## src/hdl/skf_pkg.sv

```systemverilog
package skf_pkg;

  typedef enum logic [2:0] {
    S_IDLE,
    S_DEN,
    S_DIV,
    S_MUL_EST,
    S_MUL_COV,
    S_COV_WB,
    S_OUT
  } state_t;

  localparam int EST_W   = 32;  // estimate, signed Q16.16
  localparam int COV_W   = 32;  // error covariance, unsigned Q16.16
  localparam int NOISE_W = 31;  // Q and R registers
  localparam int PPRE_W  = 33;  // P + Q never wraps
  localparam int DEN_W   = 34;  // P + Q + R
  localparam int MULB_W  = 34;  // second multiplier operand, signed
  localparam int UPD_W   = 36;  // product after the fraction shift

  localparam logic [NOISE_W-1:0] Q_RESET = 31'd655;
  localparam logic [NOISE_W-1:0] R_RESET = 31'd65536;

  localparam int CFG_IDX_W = 1;
  localparam logic [CFG_IDX_W-1:0] CFG_PROCESS_NOISE     = 1'b0;
  localparam logic [CFG_IDX_W-1:0] CFG_MEASUREMENT_NOISE = 1'b1;

endpackage

```

## src/hdl/skf_divider.sv

```systemverilog
module skf_divider #(
  parameter int QUO_BITS = 17
) (
  input  logic                        clk,
  input  logic                        rst,
  input  logic                        start,
  input  logic [skf_pkg::PPRE_W-1:0]  dividend,
  input  logic [skf_pkg::DEN_W-1:0]   divisor,
  output logic                        done,
  output logic [QUO_BITS-1:0]         quotient
);

  localparam int CNT_W = $clog2(QUO_BITS);
  localparam logic [CNT_W-1:0] LAST = CNT_W'(QUO_BITS - 1);

  logic                        busy;
  logic                        first;
  logic [CNT_W-1:0]            cnt;
  logic [skf_pkg::DEN_W-1:0]   rem;
  logic [skf_pkg::DEN_W-1:0]   dvsr;
  logic [QUO_BITS-1:0]         quo;
  logic [skf_pkg::DEN_W:0]     trial;
  logic [skf_pkg::DEN_W:0]     trial_sub;
  logic                        ge;

  // first step takes the integer part of the dividend (0 or 1), then one
  // fraction bit per step with a zero shifted in
  assign trial     = first ? {1'b0, rem} : {rem, 1'b0};
  assign ge        = trial >= {1'b0, dvsr};
  assign trial_sub = trial - {1'b0, dvsr};

  assign done     = busy && (cnt == LAST);
  assign quotient = quo;

  always_ff @(posedge clk) begin
    if (rst) begin
      busy <= 1'b0;
      cnt  <= '0;
    end else if (start) begin
      busy <= 1'b1;
      cnt  <= '0;
    end else if (busy) begin
      cnt <= cnt + CNT_W'(1);
      if (cnt == LAST) begin
        busy <= 1'b0;
      end
    end
  end

  always_ff @(posedge clk) begin
    if (start) begin
      rem   <= skf_pkg::DEN_W'(dividend);
      dvsr  <= divisor;
      first <= 1'b1;
      quo   <= '0;
    end else if (busy) begin
      rem   <= ge ? trial_sub[skf_pkg::DEN_W-1:0] : trial[skf_pkg::DEN_W-1:0];
      first <= 1'b0;
      quo   <= {quo[QUO_BITS-2:0], ge};
    end
  end

  assert property (@(posedge clk) disable iff (rst) start |-> !busy)
    else $error("divider started while busy");
  assert property (@(posedge clk) disable iff (rst) done |=> !busy)
    else $error("divider still busy after last step");
  assert property (@(posedge clk) disable iff (rst) $rose(busy) |-> $past(start))
    else $error("divider became busy without start");

endmodule

```

## src/hdl/skf_mul.sv

```systemverilog
module skf_mul #(
  parameter int A_W = 18,
  parameter int B_W = 34
) (
  input  logic                        clk,
  input  logic signed [A_W-1:0]       op_a,
  input  logic signed [B_W-1:0]       op_b,
  output logic signed [A_W+B_W-1:0]   prod
);

  // single shared multiplier, product registered
  always_ff @(posedge clk) begin
    prod <= op_a * op_b;
  end

endmodule

```

## src/hdl/scalar_kalman_filter.sv

```systemverilog
// The gain divider is radix-2 and runs FRAC_BITS+1 steps, then one shared multiplier
// is used twice. s_tready is low while a sample is in work.
// Reset (rst, synchronous): estimate and covariance cleared, Q = 655, R = 65536.
module scalar_kalman_filter #(
  parameter int SAMPLE_BITS = 16,
  parameter int FRAC_BITS   = 16
) (
  input  logic                                  clk,
  input  logic                                  rst,
  input  logic                                  s_tvalid,
  output logic                                  s_tready,
  input  logic [((SAMPLE_BITS+7)/8)*8-1:0]      s_tdata,   // sample
  output logic                                  m_tvalid,
  input  logic                                  m_tready,
  output logic [((skf_pkg::EST_W+FRAC_BITS+1+7)/8)*8-1:0] m_tdata,  // estimate, gain
  input  logic                                  cfg_we,
  input  logic [skf_pkg::CFG_IDX_W-1:0]         cfg_index,
  input  logic [skf_pkg::NOISE_W-1:0]           cfg_data
);

  localparam int G_W    = FRAC_BITS + 1;
  localparam int A_W    = FRAC_BITS + 2;
  localparam int PROD_W = A_W + skf_pkg::MULB_W;
  localparam int OUT_W  = ((skf_pkg::EST_W + G_W + 7) / 8) * 8;
  localparam int TW     = (SAMPLE_BITS + FRAC_BITS > 33) ? SAMPLE_BITS + FRAC_BITS : 33;
  localparam logic [G_W-1:0] GAIN_ONE = {1'b1, {FRAC_BITS{1'b0}}};
  localparam logic signed [skf_pkg::EST_W-1:0] EST_MAX = 32'sh7fff_ffff;
  localparam logic signed [skf_pkg::EST_W-1:0] EST_MIN = 32'sh8000_0000;

  skf_pkg::state_t state, state_next;

  logic signed [skf_pkg::EST_W-1:0]    est;
  logic [skf_pkg::COV_W-1:0]           cov;
  logic [skf_pkg::NOISE_W-1:0]         q_noise;
  logic [skf_pkg::NOISE_W-1:0]         r_noise;
  logic [skf_pkg::PPRE_W-1:0]          p_pre;
  logic signed [skf_pkg::EST_W-1:0]    target;
  logic                                den_zero;
  logic signed [skf_pkg::EST_W-1:0]    m_est;
  logic [G_W-1:0]                      m_gain;

  logic signed [SAMPLE_BITS-1:0]       sample;
  logic signed [TW-1:0]                tgt_wide;
  logic signed [skf_pkg::EST_W-1:0]    tgt_sat;
  logic [skf_pkg::DEN_W-1:0]           den;
  logic                                div_start;
  logic                                div_done;
  logic [G_W-1:0]                      quo;
  logic [G_W-1:0]                      gain;
  logic signed [skf_pkg::MULB_W-1:0]   diff;
  logic signed [A_W-1:0]               mul_a;
  logic signed [skf_pkg::MULB_W-1:0]   mul_b;
  logic signed [PROD_W-1:0]            prod;
  logic signed [skf_pkg::UPD_W-1:0]    upd;
  logic signed [skf_pkg::UPD_W-1:0]    est_sum;
  logic signed [skf_pkg::EST_W-1:0]    est_sat;
  logic [skf_pkg::COV_W-1:0]           cov_sat;
  logic                                in_acc;
  logic                                out_free;

  assign in_acc   = s_tvalid && s_tready;
  assign out_free = !m_tvalid || m_tready;

  // sample << FRAC_BITS, saturated to 32 bits
  assign sample   = s_tdata[SAMPLE_BITS-1:0];
  assign tgt_wide = TW'($signed({sample, {FRAC_BITS{1'b0}}}));
  always_comb begin
    if ((&tgt_wide[TW-1:skf_pkg::EST_W-1]) || !(|tgt_wide[TW-1:skf_pkg::EST_W-1])) begin
      tgt_sat = tgt_wide[skf_pkg::EST_W-1:0];
    end else begin
      tgt_sat = tgt_wide[TW-1] ? EST_MIN : EST_MAX;
    end
  end

  assign den  = skf_pkg::DEN_W'(p_pre) + skf_pkg::DEN_W'(r_noise);
  // all-zero denominator: gain forced to zero
  assign gain = den_zero ? '0 : quo;
  assign diff = skf_pkg::MULB_W'(target) - skf_pkg::MULB_W'(est);

  // floor shift of the product
  assign upd     = prod[FRAC_BITS +: skf_pkg::UPD_W];
  assign est_sum = skf_pkg::UPD_W'(est) + upd;
  always_comb begin
    if ((&est_sum[skf_pkg::UPD_W-1:skf_pkg::EST_W-1]) ||
        !(|est_sum[skf_pkg::UPD_W-1:skf_pkg::EST_W-1])) begin
      est_sat = est_sum[skf_pkg::EST_W-1:0];
    end else begin
      est_sat = est_sum[skf_pkg::UPD_W-1] ? EST_MIN : EST_MAX;
    end
  end
  assign cov_sat = (|upd[skf_pkg::UPD_W-1:skf_pkg::COV_W]) ? '1 : upd[skf_pkg::COV_W-1:0];

  skf_divider #(
    .QUO_BITS (G_W)
  ) u_div (
    .clk      (clk),
    .rst      (rst),
    .start    (div_start),
    .dividend (p_pre),
    .divisor  (den),
    .done     (div_done),
    .quotient (quo)
  );

  skf_mul #(
    .A_W (A_W),
    .B_W (skf_pkg::MULB_W)
  ) u_mul (
    .clk  (clk),
    .op_a (mul_a),
    .op_b (mul_b),
    .prod (prod)
  );

  // next state
  always_comb begin
    state_next = state;
    unique case (state)
      skf_pkg::S_IDLE:    if (in_acc) state_next = skf_pkg::S_DEN;
      skf_pkg::S_DEN:     state_next = skf_pkg::S_DIV;
      skf_pkg::S_DIV:     if (div_done) state_next = skf_pkg::S_MUL_EST;
      skf_pkg::S_MUL_EST: state_next = skf_pkg::S_MUL_COV;
      skf_pkg::S_MUL_COV: state_next = skf_pkg::S_COV_WB;
      skf_pkg::S_COV_WB:  state_next = skf_pkg::S_OUT;
      skf_pkg::S_OUT:     if (out_free) state_next = skf_pkg::S_IDLE;
      default:            state_next = skf_pkg::S_IDLE;
    endcase
  end

  // sequencer outputs
  always_comb begin
    s_tready  = 1'b0;
    div_start = 1'b0;
    mul_a     = $signed({1'b0, GAIN_ONE - gain});
    mul_b     = $signed({1'b0, p_pre});
    unique case (state)
      skf_pkg::S_IDLE:    s_tready = 1'b1;
      skf_pkg::S_DEN:     div_start = 1'b1;
      skf_pkg::S_MUL_EST: begin
        mul_a = $signed({1'b0, gain});
        mul_b = diff;
      end
      default: ;
    endcase
  end

  always_ff @(posedge clk) begin
    if (rst) begin
      state <= skf_pkg::S_IDLE;
    end else begin
      state <= state_next;
    end
  end

  always_ff @(posedge clk) begin
    if (rst) begin
      q_noise <= skf_pkg::Q_RESET;
      r_noise <= skf_pkg::R_RESET;
    end else if (cfg_we) begin
      unique case (cfg_index)
        skf_pkg::CFG_PROCESS_NOISE:     q_noise <= cfg_data;
        skf_pkg::CFG_MEASUREMENT_NOISE: r_noise <= cfg_data;
        default: ;
      endcase
    end
  end

  always_ff @(posedge clk) begin
    if (rst) begin
      est <= '0;
      cov <= '0;
    end else begin
      if (state == skf_pkg::S_MUL_COV) begin
        est <= est_sat;
      end
      if (state == skf_pkg::S_COV_WB) begin
        cov <= cov_sat;
      end
    end
  end

  always_ff @(posedge clk) begin
    if (in_acc) begin
      p_pre  <= skf_pkg::PPRE_W'(cov) + skf_pkg::PPRE_W'(q_noise);
      target <= tgt_sat;
    end
    if (state == skf_pkg::S_DEN) begin
      den_zero <= (den == '0);
    end
  end

  always_ff @(posedge clk) begin
    if (rst) begin
      m_tvalid <= 1'b0;
    end else if (state == skf_pkg::S_OUT && out_free) begin
      m_tvalid <= 1'b1;
    end else if (m_tready) begin
      m_tvalid <= 1'b0;
    end
  end

  always_ff @(posedge clk) begin
    if (state == skf_pkg::S_OUT && out_free) begin
      m_est  <= est;
      m_gain <= gain;
    end
  end

  assign m_tdata = OUT_W'({m_gain, m_est});

  assert property (@(posedge clk) disable iff (rst) in_acc |=> state == skf_pkg::S_DEN)
    else $error("accepted request did not start the step");
  assert property (@(posedge clk) disable iff (rst) div_done |-> state == skf_pkg::S_DIV)
    else $error("divider finished outside the divide phase");
  assert property (@(posedge clk) disable iff (rst)
    $rose(m_tvalid) |-> $past(state) == skf_pkg::S_OUT)
    else $error("result shown without passing through output load");
  assert property (@(posedge clk) disable iff (rst) m_tvalid |-> m_gain <= GAIN_ONE)
    else $error("gain above one");
  assert property (@(posedge clk) disable iff (rst)
    (state == skf_pkg::S_OUT && out_free && den_zero) |=> m_gain == '0)
    else $error("zero denominator gave nonzero gain");

endmodule

```

## config.mk

```make
export PLATFORM = sky130hd
export DESIGN_NAME = scalar_kalman_filter
export DESIGN_NICKNAME = d
export VERILOG_FILES = /design/src/hdl/skf_pkg.sv /design/src/hdl/skf_divider.sv /design/src/hdl/skf_mul.sv /design/src/hdl/scalar_kalman_filter.sv
export SDC_FILE = /design/constraint.sdc
export NUM_CORES = 2
export LEC_CHECK = 0
export ABC_CLOCK_PERIOD_IN_PS = 11800
export BUFFER_PORTS_ARGS = -buffer_cell sky130_fd_sc_hd__buf_4
export CORE_UTILIZATION = 25
export DETAILED_ROUTE_END_ITERATION = 6
export MAX_ROUTING_LAYER = met4
export RECOVER_POWER = 50
export SLEW_MARGIN = 20
export SYNTH_ARGS = -nofsm -noshare
export SYNTH_HDL_FRONTEND = slang
export SYNTH_SLANG_ARGS = --single-unit
```

## constraint.sdc

```tcl
create_clock -name clk -period 11.8 [get_ports clk]
set_clock_uncertainty 0.2 [all_clocks]
set_input_delay 2.36 -clock clk [delete_from_list [all_inputs] [get_ports clk]]
set_output_delay 2.36 -clock clk [all_outputs]
set_load 0.05 [all_outputs]
```

==> run metrics <==
status=finished, violations left; failing checks=capacitance limit, slew limit; R2R depth=30; Setup CP Type=flip-flop to flip-flop; I/O pin cnt=111; commonest non-fill, non-tap cell in the layout=inv_1; Area Growth Syn to Fin=12.2%; first-pass GRT wire length=200000 um; TritonCTS clock tree=built; I/O Buffers=103; critical path's largest stage delay=0.66 ns; RSZ-0062 raised after global routing=no; gpl congestion=0.925; detailed-router iteration count before antenna repair=5; most frequent cells in the layout=inv_1 (766), nand2_1 (681), fa_1 (547), nor2_1 (451), ha_1 (271); row cnt=148; WHS Path Cells=2; Synth Warn #=0; predominant post-synthesis flop cell=dfxtp_1; Worst-Skew Late Latency=0.64 ns; flops & latches, synth=357; Pint=7.12 mW; Psw=7.88 mW; number of setup buffers added after CTS=0; antenna violations before repair=6; largest net degree at the start of global routing=61; Switching Fraction=0.525; Synth Area in Compound Gates=0.117; Slew @ Worst Pin=3.32 ns; Min-Delay Endpoint=r_noise[7]; number of synthesized flops with an enable pin=166; Antenna Nets Post-Route=0; All-Layer GR Usage=0.164; CTS H-Tree Depth=2; Hold Path Class=flip-flop to flip-flop; initial core utilization=0.251; Comb power frac=0.782; data arrival time of the critical path=10.97 ns; Worst slew margin=-1.21; minimum clock period after layout=10.70 ns; r2r setup slk=1.10 ns; most used cell, CP=fa_1; DRC=0; # Max-Cap Violations=6; Cell Area, Synth=40900 sq um; DP Wirelength=106000 um; RR Endpoint=u_mul.prod[51]; Critical path origin=den_zero; mux contribution to synthesized area=0.0188; die area=165000 sq um; CTS hold repair buffers=0; final net count=5592; width of the die=406 um; # setup viols final=0; Yosys cell types=92; Flop pwr share=0.117; via count=32946; final WL=131000 um; Avg Vias per Cell=4.75; post-DR wirelength/cell=18.9 um; Startpoint Class=flip-flop; Max rail drop VDD=0.000384 V; final period utilization=0.907; Final Hold Fails=0; Die Y=406 um; clk root buf=clkbuf_16; Critical Path Fanout Max=27; area leader, netlist=fa_1; max-slew violations=275; largest family of logic cells by synthesized area=adder cells; Synth Area in Adders=0.352; CP Data Required Time=12.07 ns; Async SR Flop Fraction=0; worst hold path startpoint=r_noise[7]; achievable frequency=93.4 MHz; share of cells above drive strength 1=0.0727; Synth top area share=0.268; Clock Path Buffers=3; Synth Area per Inst=8.70 sq um; Pleak=20.8 nW; Crit. End Element=flip-flop; RR Startpoint=den_zero; CTS buffer count=45; CTS sink cnt=357; post-synthesis simple-gate area fraction=0.160; DRT iter0 DRCs=2713; vias in the first global route=33024; clock-pin slew on the worst setup and hold paths=0.07 ns; PD cells=327 nW/um^2; register area share after synthesis=0.216; Fin Hold WS=0.265 ns; clock network power share=0.101; Post-Syn Instances=4696; GR Overflow Total=0; Core Area=163000 sq um; TNS Setup=0 ns; Synth Area in XOR/XNOR=0.0457; PostCTS Resize Cnt=0; top post-synthesis cells by area=fa_1 (27%), edfxtp_1 (12%), dfxtp_1 (9.4%); Worst path slowest cell=o31ai_2
## power by group through the flow
stage	combinational, mW	clock [mW]	sequential (mW)
after floorplan	8.63	0	1.69
final	11.7	1.51	1.76
after CTS	11.8	1.54	1.76
after global placement	11.6	0	1.78
after detailed placement	11.7	0	1.78
after global routing	13.3	1.59	1.77
## kinds of logic after synthesis
kind of cell             count (synthesis)
other                                    1
adder cells (fa/ha/maj)                822
AND/OR/NAND/NOR                       1514
XOR/XNOR                               213
buffers and inverters                  968
AO/OA/AOI/OAI                          749
multiplexers                            72
flip-flops                             357
## final cells by class
cell class                 count  area, sq um
clock buffer                  61         1310
tap                         2175         2720
fill                       17440       117000
multi-input combinational   3377        28600
clock inverter                23          312
antenna                        4         10.0
sequential                   357         8810
timing repair buffer         173         1250
inverter                     767         2880
## sequential cells by signal, indices dropped and copies added, names as in the netlist, 3 cells and up
name / cells
state: 3
m_gain: 17
u_div.rem: 34
u_div.dvsr: 34
r_noise: 31
est: 32
u_div.quotient: 17
q_noise: 31
u_div.cnt: 5
target: 16
u_mul.prod: 36
m_est: 32
cov: 32
p_pre: 33
## worst max path at each step
| stage | endpoint | slack [ns] | cells after the start |
|---|---|---|---|
| floorplan | u_mul.prod[47] | 3.50 | 34 |
| global placement | u_mul.prod[51] | 1.70 | 30 |
| detailed placement | u_mul.prod[51] | 1.49 | 30 |
| CTS | u_mul.prod[51] | 1.41 | 30 |
| global route | u_mul.prod[51] | 0.46 | 30 |
| finish | u_mul.prod[51] | 1.10 | 30 |
## critical path, delay by kind of cell (launching register included)
kind | cells | cell delay (ns)
compound gates | 6 | 2.34
xor+xnor | 2 | 0.66
fa+ha+maj | 7 | 3.31
flops | 1 | 0.64
simple gates | 9 | 2.27
buf+inv | 6 | 1.09
## through the flow
step	util	total power [mW]	std cells	cell area [sq um]	worst slack, ns
2_1_floorplan	-	10.3	4702	40900	3.50
3_3_place_gp	0.272	13.4	6849	44300	1.70
3_5_place_dp	0.272	13.5	6849	44300	1.49
4_1_cts	0.282	15.1	6933	45900	1.41
5_1_grt	0.282	16.6	6935	45800	0.460
6_report	0.282	15.0	6937	45800	1.10
## metal layers
| layer | vias up | track usage | part of all wire |
|---|---|---|---|
| met5 | - | - | 0 |
| met1 | 16376 | 0.222 | 0.45 |
| met3 | 215 | 0.0238 | 0.072 |
| met4 | 0 | 0.0526 | 0.035 |
| li1 | 15171 | - | - |
| met2 | 1184 | 0.249 | 0.45 |
## Yosys cell counts, drive strengths merged, types with 22 or more instances
cell,count
o22ai,30
ha,271
buf,46
o21ai,133
and2,47
xnor2,146
dfxtp,191
nor2b,57
a211oi,34
fa,547
xor2,67
nand4,26
edfxtp,166
mux2i,37
mux2,35
o21a,38
nor3,88
a21oi,263
nand3,40
clkbuf,155
o21bai,22
a31oi,32
nor2,459
a21o,71
inv,766
nand2,682
No activity file was read; power rests on OpenSTA's default activity.
